--- src/design/pse_pkg.sv ---
`timescale 1ns / 1ps
`default_nettype none

package pse_pkg;

  // Input item codes
  localparam logic OP_EDGE = 1'b0;
  localparam logic OP_TICK = 1'b1;

  // Configuration register indexes
  localparam logic [1:0] CFG_PPK    = 2'd0;
  localparam logic [1:0] CFG_CLK_HZ = 2'd1;
  localparam logic [1:0] CFG_THRESH = 2'd2;
  localparam logic [1:0] CFG_SIM    = 2'd3;

  localparam int unsigned CFG_W = 27;

  // Configuration reset values
  localparam logic [15:0]      PPK_RESET    = 16'd3600;
  localparam logic [CFG_W-1:0] CLK_HZ_RESET = 27'd25000000;
  localparam logic [15:0]      THRESH_RESET = 16'd1000;

  // History and averaging
  localparam int unsigned HIST_DEPTH    = 5;
  localparam int unsigned AVG_LEN       = (HIST_DEPTH < 5) ? HIST_DEPTH : 5;
  localparam int unsigned SUM_W         = 16 + $clog2(AVG_LEN);
  localparam int unsigned TICKS_PER_SEC = 5;
  localparam int unsigned PHASE_W       = 3;

  // Average by reciprocal multiplication, exact for every sum of AVG_LEN samples
  localparam int unsigned AVG_SHIFT  = 21;
  localparam int unsigned AVG_RECIP  = ((1 << AVG_SHIFT) + AVG_LEN - 1) / AVG_LEN;
  localparam int unsigned AVG_PROD_W = AVG_SHIFT + 16;

  // Speed arithmetic
  localparam int unsigned CNT_W       = 17;
  localparam int unsigned FREQ_W      = 9;
  localparam int unsigned DIV_W       = 32;
  localparam int unsigned DIV_CNT_W   = $clog2(DIV_W + 1);
  localparam int unsigned COUNT_SCALE = 5 * 3600;
  localparam int unsigned SPEED_SCALE = 3600;
  localparam int unsigned LOW_SCALE   = 10 * 3600;
  localparam int unsigned JUMP_LIMIT  = 150;
  localparam int unsigned SIM_FREQ    = 116;
  localparam logic [CNT_W-1:0] CNT_SAT = {1'b1, {(CNT_W-1){1'b0}}};

  // Command queue
  localparam int unsigned FIFO_DEPTH = 2;
  localparam int unsigned FIFO_AW    = $clog2(FIFO_DEPTH);

  typedef struct packed {
    logic [15:0]      ppk;
    logic [CFG_W-1:0] clk_hz;
    logic [15:0]      thresh;
    logic             sim;
  } cfg_t;

  // One tick, as classified by the front end
  typedef struct packed {
    logic             use_count;
    logic [CNT_W-1:0] count;
    logic [31:0]      period;
    logic [7:0]       sw;
    logic [31:0]      total;
  } tick_cmd_t;

  typedef struct packed {
    logic             start;
    logic [DIV_W-1:0] num;
    logic [DIV_W-1:0] den;
  } div_req_t;

  typedef struct packed {
    logic             done;
    logic [DIV_W-1:0] quot;
  } div_rsp_t;

  typedef struct packed {
    logic [7:0]  speed_kmh;
    logic [7:0]  switch_byte;
    logic [15:0] low_speed_tenths;
    logic [15:0] second_speed;
    logic        second_updated;
    logic [31:0] total_pulses;
  } result_t;

  typedef enum logic [3:0] {
    BK_IDLE,
    BK_START,
    BK_FREQ,
    BK_FILT,
    BK_LOW_GO,
    BK_LOW,
    BK_SPD,
    BK_COMMIT,
    BK_AVG_GO,
    BK_OUT
  } back_state_e;

endpackage

`default_nettype wire

--- src/design/pse_fifo.sv ---
`timescale 1ns / 1ps
`default_nettype none

module pse_fifo (
  input  wire                  clk_i,
  input  wire                  rst_ni,
  input  wire                  push_i,
  input  pse_pkg::tick_cmd_t   push_data_i,
  output logic                 full_o,
  output logic                 valid_o,
  input  wire                  pop_i,
  output pse_pkg::tick_cmd_t   pop_data_o
);

  pse_pkg::tick_cmd_t                  entry_q [pse_pkg::FIFO_DEPTH];
  logic [pse_pkg::FIFO_AW-1:0]         wr_ptr_q, wr_ptr_d;
  logic [pse_pkg::FIFO_AW-1:0]         rd_ptr_q, rd_ptr_d;
  logic [pse_pkg::FIFO_AW:0]           count_q, count_d;
  logic                                do_push, do_pop;

  assign full_o     = (count_q == (pse_pkg::FIFO_AW + 1)'(pse_pkg::FIFO_DEPTH));
  assign valid_o    = (count_q != '0);
  assign pop_data_o = entry_q[rd_ptr_q];
  assign do_push    = push_i && !full_o;
  assign do_pop     = pop_i && valid_o;

  // Advance pointers and fill level
  always_comb begin
    wr_ptr_d = do_push ? pse_pkg::FIFO_AW'(wr_ptr_q + 1'b1) : wr_ptr_q;
    rd_ptr_d = do_pop  ? pse_pkg::FIFO_AW'(rd_ptr_q + 1'b1) : rd_ptr_q;
    count_d  = count_q;
    if (do_push && !do_pop) begin
      count_d = count_q + 1'b1;
    end else if (do_pop && !do_push) begin
      count_d = count_q - 1'b1;
    end
  end

  always_ff @(posedge clk_i or negedge rst_ni) begin
    if (!rst_ni) begin
      wr_ptr_q <= '0;
      rd_ptr_q <= '0;
      count_q  <= '0;
    end else begin
      wr_ptr_q <= wr_ptr_d;
      rd_ptr_q <= rd_ptr_d;
      count_q  <= count_d;
    end
  end

  // Store the pushed beat
  always_ff @(posedge clk_i) begin
    if (do_push) begin
      entry_q[wr_ptr_q] <= push_data_i;
    end
  end

endmodule

`default_nettype wire

--- src/design/pse_front.sv ---
`timescale 1ns / 1ps
`default_nettype none

module pse_front (
  input  wire                  clk_i,
  input  wire                  rst_ni,
  input  pse_pkg::cfg_t        cfg_i,
  input  wire                  in_valid_i,
  output logic                 in_ready_o,
  input  wire                  op_i,
  input  wire  [31:0]          period_i,
  input  wire                  brake_i,
  input  wire                  left_turn_i,
  input  wire                  right_turn_i,
  input  wire                  high_beam_i,
  input  wire                  low_beam_i,
  input  wire                  fifo_full_i,
  output logic                 push_o,
  output pse_pkg::tick_cmd_t   cmd_o
);

  logic [31:0] window_q, window_d;
  logic [31:0] total_q, total_d;
  logic [31:0] period_q, period_d;
  logic        accept;
  logic        use_count;

  assign in_ready_o = !fifo_full_i;
  assign accept     = in_valid_i && in_ready_o;
  assign use_count  = (window_q >= 32'(cfg_i.thresh));

  // Classify the tick and snapshot what the back end needs
  always_comb begin
    cmd_o.use_count = use_count;
    cmd_o.count     = (window_q[31:16] != '0) ? pse_pkg::CNT_SAT
                                              : pse_pkg::CNT_W'(window_q[15:0]);
    cmd_o.period    = period_q;
    cmd_o.sw        = {brake_i, left_turn_i, right_turn_i, high_beam_i, low_beam_i, 3'b000};
    cmd_o.total     = total_q;
    push_o          = accept && (op_i == pse_pkg::OP_TICK);
  end

  // Count edges and hold the last period; a tick clears the edge window, and the period only by the period method
  always_comb begin
    window_d = window_q;
    total_d  = total_q;
    period_d = period_q;
    if (accept) begin
      if (op_i == pse_pkg::OP_EDGE) begin
        window_d = window_q + 1'b1;
        total_d  = total_q + 1'b1;
        period_d = period_i;
      end else begin
        window_d = '0;
        if (!use_count) begin
          period_d = '0;
        end
      end
    end
  end

  always_ff @(posedge clk_i or negedge rst_ni) begin
    if (!rst_ni) begin
      window_q <= '0;
      total_q  <= '0;
      period_q <= '0;
    end else begin
      window_q <= window_d;
      total_q  <= total_d;
      period_q <= period_d;
    end
  end

endmodule

`default_nettype wire

--- src/design/pse_div.sv ---
`timescale 1ns / 1ps
`default_nettype none

module pse_div (
  input  wire                 clk_i,
  input  wire                 rst_ni,
  input  pse_pkg::div_req_t   req_i,
  output pse_pkg::div_rsp_t   rsp_o
);

  logic [pse_pkg::DIV_W-1:0]     quot_q, quot_d;
  logic [pse_pkg::DIV_W-1:0]     rem_q, rem_d;
  logic [pse_pkg::DIV_W-1:0]     den_q, den_d;
  logic [pse_pkg::DIV_CNT_W-1:0] cnt_q, cnt_d;
  logic                          busy_q, busy_d;
  logic                          done_q, done_d;
  logic [pse_pkg::DIV_W:0]       trial;
  logic [pse_pkg::DIV_W:0]       diff;

  assign rsp_o.done = done_q;
  assign rsp_o.quot = quot_q;

  // One restoring step a cycle, numerator shifts out of the quotient register
  always_comb begin
    trial  = {rem_q, quot_q[pse_pkg::DIV_W-1]};
    diff   = trial - {1'b0, den_q};
    quot_d = quot_q;
    rem_d  = rem_q;
    den_d  = den_q;
    cnt_d  = cnt_q;
    busy_d = busy_q;
    done_d = 1'b0;
    if (busy_q) begin
      if (!diff[pse_pkg::DIV_W]) begin
        rem_d  = diff[pse_pkg::DIV_W-1:0];
        quot_d = {quot_q[pse_pkg::DIV_W-2:0], 1'b1};
      end else begin
        rem_d  = trial[pse_pkg::DIV_W-1:0];
        quot_d = {quot_q[pse_pkg::DIV_W-2:0], 1'b0};
      end
      cnt_d = cnt_q - 1'b1;
      if (cnt_q == pse_pkg::DIV_CNT_W'(1)) begin
        busy_d = 1'b0;
        done_d = 1'b1;
      end
    end else if (req_i.start) begin
      quot_d = req_i.num;
      rem_d  = '0;
      den_d  = req_i.den;
      cnt_d  = pse_pkg::DIV_CNT_W'(pse_pkg::DIV_W);
      busy_d = 1'b1;
    end
  end

  always_ff @(posedge clk_i or negedge rst_ni) begin
    if (!rst_ni) begin
      busy_q <= 1'b0;
      done_q <= 1'b0;
      cnt_q  <= '0;
    end else begin
      busy_q <= busy_d;
      done_q <= done_d;
      cnt_q  <= cnt_d;
    end
  end

  always_ff @(posedge clk_i) begin
    quot_q <= quot_d;
    rem_q  <= rem_d;
    den_q  <= den_d;
  end

endmodule

`default_nettype wire

--- src/design/pse_back.sv ---
`timescale 1ns / 1ps
`default_nettype none

module pse_back (
  input  wire                  clk_i,
  input  wire                  rst_ni,
  input  pse_pkg::cfg_t        cfg_i,
  input  wire                  fifo_valid_i,
  input  pse_pkg::tick_cmd_t   fifo_data_i,
  output logic                 pop_o,
  output pse_pkg::div_req_t    div_req_o,
  input  pse_pkg::div_rsp_t    div_rsp_i,
  output logic                 out_valid_o,
  input  wire                  out_ready_i,
  output pse_pkg::result_t     res_o
);

  pse_pkg::back_state_e          state_q, state_d;
  pse_pkg::tick_cmd_t            cmd_q, cmd_d;
  logic [pse_pkg::CFG_W-1:0]     freq_q, freq_d;
  logic [pse_pkg::FREQ_W-1:0]    freqf_q, freqf_d;
  logic [15:0]                   low_new_q, low_new_d;
  logic [7:0]                    spd_new_q, spd_new_d;
  logic [7:0]                    speed_q, speed_d;
  logic [15:0]                   lhist_q [pse_pkg::AVG_LEN];
  logic [15:0]                   lhist_d [pse_pkg::AVG_LEN];
  logic [pse_pkg::SUM_W-1:0]     sum_q, sum_d;
  logic [pse_pkg::PHASE_W-1:0]   phase_q, phase_d;
  logic [15:0]                   avg_q, avg_d;
  logic                          upd_q, upd_d;
  logic                          out_valid_q, out_valid_d;
  pse_pkg::result_t              res_q, res_d;
  logic [pse_pkg::DIV_W-1:0]     ppk_nz;
  logic [pse_pkg::FREQ_W-1:0]    jump_cap;
  logic [pse_pkg::AVG_PROD_W-1:0] avg_prod;

  assign out_valid_o = out_valid_q;
  assign res_o       = res_q;
  assign ppk_nz      = (cfg_i.ppk == '0) ? pse_pkg::DIV_W'(1) : pse_pkg::DIV_W'(cfg_i.ppk);
  assign jump_cap    = pse_pkg::FREQ_W'(speed_q) + pse_pkg::FREQ_W'(pse_pkg::JUMP_LIMIT);

  // Scale the running sum by the reciprocal of the sample count
  assign avg_prod    = pse_pkg::AVG_PROD_W'(sum_q) * pse_pkg::AVG_PROD_W'(pse_pkg::AVG_RECIP);

  // Sequence one tick through the shared divider
  always_comb begin
    state_d       = state_q;
    cmd_d         = cmd_q;
    freq_d        = freq_q;
    freqf_d       = freqf_q;
    low_new_d     = low_new_q;
    spd_new_d     = spd_new_q;
    speed_d       = speed_q;
    lhist_d       = lhist_q;
    sum_d         = sum_q;
    phase_d       = phase_q;
    avg_d         = avg_q;
    upd_d         = upd_q;
    res_d         = res_q;
    out_valid_d   = out_valid_q && !out_ready_i;
    pop_o         = 1'b0;
    div_req_o     = '0;

    case (state_q)
      pse_pkg::BK_IDLE: begin
        if (fifo_valid_i) begin
          pop_o   = 1'b1;
          cmd_d   = fifo_data_i;
          state_d = pse_pkg::BK_START;
        end
      end
      pse_pkg::BK_START: begin
        if (cmd_q.use_count) begin
          div_req_o.start = 1'b1;
          div_req_o.num   = pse_pkg::DIV_W'(cmd_q.count) *
                            pse_pkg::DIV_W'(pse_pkg::COUNT_SCALE);
          div_req_o.den   = ppk_nz;
          state_d         = pse_pkg::BK_SPD;
        end else if (cmd_q.period == '0) begin
          freq_d  = '0;
          state_d = pse_pkg::BK_FILT;
        end else begin
          div_req_o.start = 1'b1;
          div_req_o.num   = pse_pkg::DIV_W'(cfg_i.clk_hz);
          div_req_o.den   = cmd_q.period;
          state_d         = pse_pkg::BK_FREQ;
        end
      end
      pse_pkg::BK_FREQ: begin
        if (div_rsp_i.done) begin
          freq_d  = div_rsp_i.quot[pse_pkg::CFG_W-1:0];
          state_d = pse_pkg::BK_FILT;
        end
      end
      pse_pkg::BK_FILT: begin
        // Hold the previous speed on an implausible jump
        if (freq_q > pse_pkg::CFG_W'(jump_cap)) begin
          freqf_d = pse_pkg::FREQ_W'(speed_q);
        end else begin
          freqf_d = freq_q[pse_pkg::FREQ_W-1:0];
        end
        if (cfg_i.sim) begin
          freqf_d = pse_pkg::FREQ_W'(pse_pkg::SIM_FREQ);
        end
        state_d = pse_pkg::BK_LOW_GO;
      end
      pse_pkg::BK_LOW_GO: begin
        div_req_o.start = 1'b1;
        div_req_o.num   = pse_pkg::DIV_W'(freqf_q) * pse_pkg::DIV_W'(pse_pkg::LOW_SCALE);
        div_req_o.den   = ppk_nz;
        state_d         = pse_pkg::BK_LOW;
      end
      pse_pkg::BK_LOW: begin
        if (div_rsp_i.done) begin
          low_new_d = (div_rsp_i.quot[pse_pkg::DIV_W-1:16] != '0) ? 16'hFFFF
                                                                  : div_rsp_i.quot[15:0];
          div_req_o.start = 1'b1;
          div_req_o.num   = pse_pkg::DIV_W'(freqf_q) *
                            pse_pkg::DIV_W'(pse_pkg::SPEED_SCALE);
          div_req_o.den   = ppk_nz;
          state_d         = pse_pkg::BK_SPD;
        end
      end
      pse_pkg::BK_SPD: begin
        if (div_rsp_i.done) begin
          spd_new_d = (div_rsp_i.quot[pse_pkg::DIV_W-1:8] != '0) ? 8'hFF
                                                                 : div_rsp_i.quot[7:0];
          state_d   = pse_pkg::BK_COMMIT;
        end
      end
      pse_pkg::BK_COMMIT: begin
        speed_d = spd_new_q;
        // Shift the low-speed samples and keep the running sum in step
        if (!cmd_q.use_count) begin
          for (int i = pse_pkg::AVG_LEN - 1; i > 0; i--) begin
            lhist_d[i] = lhist_q[i-1];
          end
          lhist_d[0] = low_new_q;
          sum_d = sum_q + pse_pkg::SUM_W'(low_new_q)
                        - pse_pkg::SUM_W'(lhist_q[pse_pkg::AVG_LEN-1]);
        end
        if (phase_q == pse_pkg::PHASE_W'(pse_pkg::TICKS_PER_SEC - 1)) begin
          phase_d = '0;
          upd_d   = 1'b1;
          state_d = pse_pkg::BK_AVG_GO;
        end else begin
          phase_d = phase_q + 1'b1;
          upd_d   = 1'b0;
          state_d = pse_pkg::BK_OUT;
        end
      end
      pse_pkg::BK_AVG_GO: begin
        avg_d   = avg_prod[pse_pkg::AVG_SHIFT +: 16];
        state_d = pse_pkg::BK_OUT;
      end
      pse_pkg::BK_OUT: begin
        // Load the result beat once the output register is free
        if (!out_valid_q || out_ready_i) begin
          res_d.speed_kmh        = speed_q;
          res_d.switch_byte      = cmd_q.sw;
          res_d.low_speed_tenths = lhist_q[0];
          res_d.second_speed     = avg_q;
          res_d.second_updated   = upd_q;
          res_d.total_pulses     = cmd_q.total;
          out_valid_d            = 1'b1;
          state_d                = pse_pkg::BK_IDLE;
        end
      end
      default: begin
        state_d = pse_pkg::BK_IDLE;
      end
    endcase
  end

  always_ff @(posedge clk_i or negedge rst_ni) begin
    if (!rst_ni) begin
      state_q     <= pse_pkg::BK_IDLE;
      out_valid_q <= 1'b0;
      speed_q     <= '0;
      sum_q       <= '0;
      phase_q     <= '0;
      avg_q       <= '0;
      for (int i = 0; i < pse_pkg::AVG_LEN; i++) begin
        lhist_q[i] <= '0;
      end
    end else begin
      state_q     <= state_d;
      out_valid_q <= out_valid_d;
      speed_q     <= speed_d;
      sum_q       <= sum_d;
      phase_q     <= phase_d;
      avg_q       <= avg_d;
      lhist_q     <= lhist_d;
    end
  end

  always_ff @(posedge clk_i) begin
    cmd_q     <= cmd_d;
    freq_q    <= freq_d;
    freqf_q   <= freqf_d;
    low_new_q <= low_new_d;
    spd_new_q <= spd_new_d;
    upd_q     <= upd_d;
    res_q     <= res_d;
  end

endmodule

`default_nettype wire

--- src/design/pulse_speed_estimator.sv ---
// Channel   Direction  Handshake                Payload
// in        input      in_valid_i / in_ready_o  op, period, brake, turn and beam flags
// out       output     out_valid_o / out_ready_i speed, switches, low speed, average, total
// cfg       input      cfg_we_i                 cfg_idx_i, cfg_wdata_i
//
// An edge beat gives no result. A tick is worked with one division by the count
// method and with three by the period method (two for a zero period), and every
// fifth tick also updates the seconds average; every division runs through one
// shared 32-step serial divider. A two-entry tick queue lets edges and ticks keep
// arriving while the back end works; input stalls only when that queue is full.
// Reset is asynchronous and active low; no clearing pass is needed.
`timescale 1ns / 1ps
`default_nettype none

module pulse_speed_estimator (
  input  wire                        clk_i,
  input  wire                        rst_ni,
  input  wire                        cfg_we_i,
  input  wire  [1:0]                 cfg_idx_i,
  input  wire  [pse_pkg::CFG_W-1:0]  cfg_wdata_i,
  input  wire                        in_valid_i,
  output logic                       in_ready_o,
  input  wire                        op_i,
  input  wire  [31:0]                period_i,
  input  wire                        brake_i,
  input  wire                        left_turn_i,
  input  wire                        right_turn_i,
  input  wire                        high_beam_i,
  input  wire                        low_beam_i,
  output logic                       out_valid_o,
  input  wire                        out_ready_i,
  output logic [7:0]                 speed_kmh_o,
  output logic [7:0]                 switch_byte_o,
  output logic [15:0]                low_speed_tenths_o,
  output logic [15:0]                second_speed_o,
  output logic                       second_updated_o,
  output logic [31:0]                total_pulses_o
);

  pse_pkg::cfg_t       cfg_q, cfg_d;
  pse_pkg::tick_cmd_t  push_cmd, pop_cmd;
  pse_pkg::div_req_t   div_req;
  pse_pkg::div_rsp_t   div_rsp;
  pse_pkg::result_t    res;
  logic                fifo_full, fifo_valid, push, pop;

  // Configuration register writes
  always_comb begin
    cfg_d = cfg_q;
    if (cfg_we_i) begin
      case (cfg_idx_i)
        pse_pkg::CFG_PPK:    cfg_d.ppk    = cfg_wdata_i[15:0];
        pse_pkg::CFG_CLK_HZ: cfg_d.clk_hz = cfg_wdata_i;
        pse_pkg::CFG_THRESH: cfg_d.thresh = cfg_wdata_i[15:0];
        pse_pkg::CFG_SIM:    cfg_d.sim    = cfg_wdata_i[0];
        default: begin
        end
      endcase
    end
  end

  always_ff @(posedge clk_i or negedge rst_ni) begin
    if (!rst_ni) begin
      cfg_q.ppk    <= pse_pkg::PPK_RESET;
      cfg_q.clk_hz <= pse_pkg::CLK_HZ_RESET;
      cfg_q.thresh <= pse_pkg::THRESH_RESET;
      cfg_q.sim    <= 1'b0;
    end else begin
      cfg_q <= cfg_d;
    end
  end

  pse_front u_front (
    .clk_i        (clk_i),
    .rst_ni       (rst_ni),
    .cfg_i        (cfg_q),
    .in_valid_i   (in_valid_i),
    .in_ready_o   (in_ready_o),
    .op_i         (op_i),
    .period_i     (period_i),
    .brake_i      (brake_i),
    .left_turn_i  (left_turn_i),
    .right_turn_i (right_turn_i),
    .high_beam_i  (high_beam_i),
    .low_beam_i   (low_beam_i),
    .fifo_full_i  (fifo_full),
    .push_o       (push),
    .cmd_o        (push_cmd)
  );

  pse_fifo u_fifo (
    .clk_i       (clk_i),
    .rst_ni      (rst_ni),
    .push_i      (push),
    .push_data_i (push_cmd),
    .full_o      (fifo_full),
    .valid_o     (fifo_valid),
    .pop_i       (pop),
    .pop_data_o  (pop_cmd)
  );

  pse_div u_div (
    .clk_i  (clk_i),
    .rst_ni (rst_ni),
    .req_i  (div_req),
    .rsp_o  (div_rsp)
  );

  pse_back u_back (
    .clk_i        (clk_i),
    .rst_ni       (rst_ni),
    .cfg_i        (cfg_q),
    .fifo_valid_i (fifo_valid),
    .fifo_data_i  (pop_cmd),
    .pop_o        (pop),
    .div_req_o    (div_req),
    .div_rsp_i    (div_rsp),
    .out_valid_o  (out_valid_o),
    .out_ready_i  (out_ready_i),
    .res_o        (res)
  );

  assign speed_kmh_o        = res.speed_kmh;
  assign switch_byte_o      = res.switch_byte;
  assign low_speed_tenths_o = res.low_speed_tenths;
  assign second_speed_o     = res.second_speed;
  assign second_updated_o   = res.second_updated;
  assign total_pulses_o     = res.total_pulses;

endmodule

`default_nettype wire

--- config.mk ---
export PLATFORM = sky130hd
export DESIGN_NAME = pulse_speed_estimator
export DESIGN_NICKNAME = d
export VERILOG_FILES = /design/src/design/pse_pkg.sv /design/src/design/pse_fifo.sv /design/src/design/pse_front.sv /design/src/design/pse_div.sv /design/src/design/pse_back.sv /design/src/design/pulse_speed_estimator.sv
export SDC_FILE = /design/constraint.sdc
export NUM_CORES = 2
export LEC_CHECK = 0
export ABC_AREA = 1
export BUFFER_PORTS_ARGS = -buffer_cell sky130_fd_sc_hd__buf_4
export CAP_MARGIN = 30
export CORE_ASPECT_RATIO = 1.4
export CORE_MARGIN = 2
export CORE_UTILIZATION = 64
export DETAILED_ROUTE_END_ITERATION = 7
export PLACE_DENSITY = 0.82
export SYNTH_ARGS = -nofsm -noshare
export SYNTH_HDL_FRONTEND = slang
export SYNTH_SLANG_ARGS = --single-unit
--- constraint.sdc ---
create_clock -name clk_i -period 5.9 [get_ports clk_i]
set_input_delay 0.295 -clock clk_i [delete_from_list [all_inputs] [get_ports clk_i]]
set_output_delay 0.295 -clock clk_i [all_outputs]
set_load 0.05 [all_outputs]
# Word-level counts from Yosys, hierarchy flattened
# Memory sizes are Yosys's and may differ from the RTL's. A register that Yosys moved wholly into a read port is not among the register bits.
# Index checks and enable logic that the tools add are counted.
dict set report totals {
  register_bits 545
  ramBits 174
  in_bits 72
  output_inout_bits 83
  wordCells 170
  memories 1
}
# memory words word_bits read_ports rd_ports_with_merged_regs wr line
set mem_list {}
lappend mem_list {u_fifo.entry_q 2 87 1 1 1 pse_fifo.sv:15} ;# pse_pkg::tick_cmd_t entry_q [pse_pkg::FIFO_DEPTH];
dict set report op_classes {
  n_addsub 12
  multipliers 4
  order_cmp 2
  n_eq_ne 23
  n_mux 46
  n_bitwise 3
  n_reduce_logical 39
}
# operator count
set ops {}
lappend ops {{$mux 32} 8}
lappend ops {{$mux 65} 3}
lappend ops {{$pmux 65 s3} 1}
lappend ops {{$mux 27} 3}
lappend ops {{$add 32x1->32 const B} 2}
lappend ops {{$pmux 27 s2} 1}
lappend ops {{$pmux 4 s10} 1}
lappend ops {{$mul 19x19->37 const B} 1}
lappend ops {{$sub 33x32->33} 1}
lappend ops {{$ge 32x16->1} 1}
lappend ops {{$logic_not 32->1} 1}
lappend ops {{$reduce_bool 16->1} 2}
lappend ops {{$mul 17x11->28 const B} 1}
lappend ops {{$gt 27x9->1} 1}
lappend ops {{$mux 4} 6}
lappend ops {{$reduce_and 2->1} 12}
lappend ops {{$reduce_bool 24->1} 1}
lappend ops {{$mul 9x11->20 const B} 1}
lappend ops {{$add 19x16->19} 1}
lappend ops {{$sub 19x16->19} 1}
lappend ops {{$mul 9x8->17 const B} 1}
lappend ops {{$mux 17} 1}
lappend ops {{$eq 4x3->1 const B} 4}
lappend ops {{$logic_not 16->1} 1}
lappend ops {{other kinds (31)} 73}

# Logic depth before layout (Yosys ltp)
dict set report logic_depth {
  word_depth 9
  depth_mapped 25
  depth_no_buf 25
}

# Cells and area by module
# Synthesis repeated with hierarchy kept, for this count alone.
dict set report hier_totals {
  hier_cells 5489
  area_unflattened_um2 49967.9
}
# mod instances cells_per_inst area_each_um2 seq_area_each_um2
set by_module_without_submodules {}
lappend by_module_without_submodules {pse_back 1 3032 28153.3 10244.8}
lappend by_module_without_submodules {pse_div 1 956 6956.7 3083.0}
lappend by_module_without_submodules {pse_fifo 1 501 6831.6 5505.3}
lappend by_module_without_submodules {pse_front 1 732 5469.0 2402.3}
lappend by_module_without_submodules {pulse_speed_estimator 1 268 2557.5 1529.0}

# Least setup slack after synthesis
# No wires, ideal clock.
dict set report synth_path {
  path_kind {register to register}
  startpoint {register u_fifo.count_q[0] (netlist bit)}
  endpoint {memory u_fifo.entry_q[0][0] (netlist bit), enable pin}
  setup_time_ns 0.533
  t_arrival_ns 4.835
  required_time_ns 5.367
  setup_slack_ns 0.532
  path_stages_with_launch 8
  n_path_buf 1
  period_less_slack_ns 5.368
  path_cell_list {dfrtp_1 > inv_2 > nand2_4 > nand2_4 > nor2_1 > inv_1 > buf_2 > nor2_1}
}
dict set report synth_via {
  elab_chain_cells 7
}
# item line
set synth_lines {}
lappend synth_lines {{start: declaration} pse_fifo.sv:18} ;# logic [pse_pkg::FIFO_AW:0] count_q, count_d;
lappend synth_lines {{start signal: assignment} pse_fifo.sv:47} ;# count_q <= count_d;
lappend synth_lines {{$eq 2x2->1 (*)} pse_fifo.sv:21} ;# assign full_o = (count_q == (pse_pkg::FIFO_AW + 1)'(pse_pkg::FIFO_DEPTH));
lappend synth_lines {{$logic_not 1->1 (*)} pse_front.sv:28} ;# assign in_ready_o = !fifo_full_i;
lappend synth_lines {{via in_ready_o} pulse_speed_estimator.sv:22} ;# output logic in_ready_o,
lappend synth_lines {{$logic_and 1x1->1} pse_front.sv:29} ;# assign accept = in_valid_i && in_ready_o;
lappend synth_lines {{$logic_and 1x1->1} pse_front.sv:40} ;# push_o = accept && (op_i == pse_pkg::OP_TICK);
lappend synth_lines {{$logic_and 1x1->1 (*)} pse_fifo.sv:24} ;# assign do_push = push_i && !full_o;
lappend synth_lines {{$mux 1 (*)} pse_fifo.sv:53} ;# if (do_push) begin
lappend synth_lines {{$mux 1 (not written as such) (*)} pse_fifo.sv:54} ;# entry_q[wr_ptr_q] <= push_data_i;
lappend synth_lines {{end: declaration} pse_fifo.sv:15}
# Mark *: on every way through the listed nets, which the timed path passes. The rest lies on a longest branch.

# Final worst setup path
dict set report layout_path {
  startpoint {register u_back.sum_q[17] (netlist bit)}
  endpoint {register u_back.avg_q[7]}
}
dict set report layout_via {
  elab_chain_cells 1
}
# item line
set layout_lines {}
lappend layout_lines {{start: declaration} pse_back.sv:27} ;# logic [pse_pkg::SUM_W-1:0] sum_q, sum_d;
lappend layout_lines {{start signal: assignment} pse_back.sv:190} ;# sum_q <= sum_d;
lappend layout_lines {{$mul 19x19->37} pse_back.sv:43} ;# assign avg_prod = pse_pkg::AVG_PROD_W'(sum_q) * pse_pkg::AVG_PROD_W'(pse_pkg::AVG_RECIP);
lappend layout_lines {{end signal: assignment} pse_back.sv:192} ;# avg_q <= avg_d;
lappend layout_lines {{end: declaration} pse_back.sv:29} ;# logic [15:0] avg_q, avg_d;
# Every way passes these cells.
# A chain may end at the register's enable or synchronous reset.

==> flow_summary_export.csv <==
group,metric,value,unit
placement,port_buffers,151,
drt,first_pass_iters,6,
clock_tree,cts.sinks,795,
floorplan,core_area,74900,um^2
drt,ant_nets,0,
placement,dpl_worst_slack,0.366,ns
timing,whs,0.0105,ns
final_layout,drive_gt1_share,7.16,%
synthesis,synth_enable_flop_cells,496,
status,outcome,"finished clean",
drt,via_count,36200,
global_routing,grt_usage,32.2,%
clock_tree,root_buffer,"clkbuf_16",
clock_tree,post_cts_buffers,0,
global_routing,grt_pass1_vias,37500,
timing,drv_slew,0,
timing,relSlewSlack,33.3,%
timing,tightest_slew,0.998,ns
critical_path,start_kind,"register",
clock_tree,cts-buffers-inserted,76,
timing,timing.setup.tns,0,ns
global_routing,antenna_found_initial,2,
drt,first_iter_violations,2490,
synthesis,ys_types,61,
synthesis,synthCells,5208,
floorplan,die_w,236,um
critical_path,arrival,6.03,ns
placement,dp_hpwl,92100,um
floorplan,die_area,77600,um^2
job,maxCapViolCount,0,
timing,fmax,182,MHz
timing,hold_viol,0,
clock_tree,cts_tree,"yes",
critical_path,r2r-start,"u_back.sum_q[17]$_DFFE_PN0P_",
floorplan,floorplan.initialDensity,64.4,%
clock_tree,cts.path.max_buffers,3,
synthesis,yosysSeqAreaShare,46.4,%
synthesis,synth-seq-cells,795,
placement,dp_cells,6260,
clock_tree,path_clk_slew,0.07,ns
clock_tree,clk_latency,0.67,ns
critical_path,crit_top_cell,"inv_1",
critical_path,startpoint,"u_back.sum_q[17]$_DFFE_PN0P_",
critical_path,rr_endpoint,"u_back.avg_q[7]$_DFFE_PN0P_",
synthesis,syn-cell-area,48300,um^2
final_layout,syn2layout_area_growth,11.3,%
synthesis,avgSynthCellArea,9.26,um^2
placement,place.gp.congestion,0.990,
critical_path,cp_cell_sequence,"inv_1 > ha_1 > inv_1 > fa_1 > inv_1 > fa_1 > inv_1 > fa_1 > fa_1 > inv_1 > fa_1 > inv_1 > ha_1 > nand2_1 > nor2_1 > inv_1 > nor3_1 > nand4_1 > nand2_1 > nand2_1 > nand3_1 > nand2_1",
timing,period_share,93.4,%
synthesis,ys_warn_count,0,
hold_path,hold_path.class,"input port to register",
critical_path,end_kind,"register",
drt,finalWirelength,123000,um
final_layout,nets,6129,
critical_path,cpMaxStageDelayCell,"fa_1",
global_routing,grt_overflow_total,0,
global_routing,grt_pass1_wl,194000,um
critical_path,critPathMaxFanout,6,
global_routing,grt_max_degree,126,
drt,post-route-drc-count,0,
timing,rsz0062_at_grt,"no",
synthesis,synthArstFlopShare,37.6,%
critical_path,crit_buf_inv,7,
critical_path,cp_top_family,"adder cells",
final_layout,instances_no_fill,6457,
clock_tree,cts_htree_levels,3,
timing,setup_viol,0,
drt,wl_per_cell,19.0,um
floorplan,die_y,329,um
critical_path,critPathRequiredTime,6.42,ns
hold_path,hold_path.startpoint,"cfg_wdata_i[2]",
hold_path,holdPathStages,3,
drt,via_per_inst,5.61,
timing,worst_slack,0.392,ns
hold_path,holdPathEnd,"cfg_q[19]$_DFFE_PN0P_",
synthesis,synth-main-ff-cell,"edfxtp_1",
critical_path,worstSetupPathType,"register to register",
floorplan,placementRows,119,
floorplan,ioPinCount,155,
timing,period_minus_slack,5.51,ns
critical_path,slowest_delay,0.56,ns
critical_path,rrSetupSlack,0.39,ns
timing,finClkSkew,0.0460,ns
critical_path,r2r_cells,22,
final_layout,fillers,5310,
==> cell families after synthesis <==
kind of cell	synth area share [%]
and+or+nand+nor	18.9
adders and majority gates	19.6
other	0.00777
xor gates and xnor gates	1.52
buffers and inverters	7.58
muxes	0.163
AOI/OAI and AO/OA	5.74
DFF	46.4
==> cells in the final DEF, fill, tap and decap left out, types with 25 or more instances in the layout <==
master,netlist,final
buf_4,8,172
fa_1,205,205
xor2_1,57,57
inv_1,845,844
dfrtp_1,277,276
nor3_1,50,50
nand4_1,55,55
clkbuf_16,0,77
nand2_1,1446,1446
nand3_1,190,189
o21ai_0,220,220
xnor2_1,25,25
o22ai_1,30,30
nor4_1,28,28
dlygate4sd3_1,0,54
edfxtp_1,496,496
a21oi_1,183,182
ha_1,428,427
nor2_1,374,371
==> through the flow <==
stage | cell area [um^2] | utilization [%]
after floorplan | 48300 | -
after global placement | 50500 | 67.4
after detailed placement | 50600 | 67.6
after CTS | 53700 | 71.7
after global routing | 53700 | 71.7
final | 53700 | 71.7
==> flip-flops by register name, indices dropped and copies added, names as in the netlist, 60 cells and up <==
signal          flops
u_back.lhist_q     80
cfg_q              60
u_back.cmd_q       87
u_back.res_o       78
u_fifo.entry_q    174
==> layout make-up <==
| class | count | area (um^2) | share of cell area (%) |
|---|---|---|---|
| tap | 968 | 1210 | 2.26 |
| inverter | 857 | 3220 | 5.99 |
| clock inverter | 33 | 374 | 0.697 |
| antenna | 2 | 5.00 | 0.00932 |
| clock buffer | 108 | 2150 | 4.01 |
| sequential | 795 | 22400 | 41.7 |
| timing repair buffer | 238 | 2080 | 3.87 |
| multi-input combinational | 3456 | 22300 | 41.5 |
==> worst max path at each step <==
stage | slack [ns] | depth (start not counted) | to
final | 0.39 | 22 | u_back.avg_q[7]$_DFFE_PN0P_
after global routing | 0.03 | 19 | u_back.avg_q[15]$_DFFE_PN0P_
after CTS | 0.37 | 19 | u_back.avg_q[15]$_DFFE_PN0P_
after detailed placement | 0.37 | 19 | u_back.avg_q[15]$_DFFE_PN0P_
after global placement | 0.39 | 19 | u_back.avg_q[15]$_DFFE_PN0P_
after floorplan | 0.53 | 7 | u_fifo.entry_q[0][0]$_DFFE_PP_
==> metal layers <==
metal / global-route usage, % / part of all wire, % / vias up / routed length (um)
li1: - / - / 17200 / -
met1: 33.6 / 35 / 17300 / 42700
met5: 0 / 0 / - / 0
met3: 4.63 / 4.8 / 429 / 5910
met2: 61.3 / 54 / 1217 / 66400
met4: 18.4 / 6.2 / 0 / 7640
==> cells in the mapped netlist, types with 30 or more instances <==
master	n	area (um^2)
a21oi_1	183	916
nor2_1	374	1400
dfrtp_1	277	6930
xor2_1	57	499
fa_1	205	4100
o21ai_0	220	1100
o22ai_1	30	188
nor3_1	50	250
nand3_1	190	951
clkbuf_1	56	210
nand4_1	55	344
edfxtp_1	496	14900
inv_1	845	3170
nand2_1	1446	5430
ha_1	428	5360
==> worst reg2reg max path: cells and delay by family (launching register included) <==
kind	cells	cell delay, ns
buffers and inverters	7	0.62
and+or+nand+nor	8	1.01
DFF	1	0.43
adders and majority gates	7	3.30
==> what timing repair did <==
action	CTS	global route
hold buffers	54	0
hold endpoints to repair	147	0
gates resized for setup	0	1
setup endpoints to repair	0	1
Power is not shown: default switching activity piles up to over one toggle a cycle in this logic, so the estimate is an artifact.
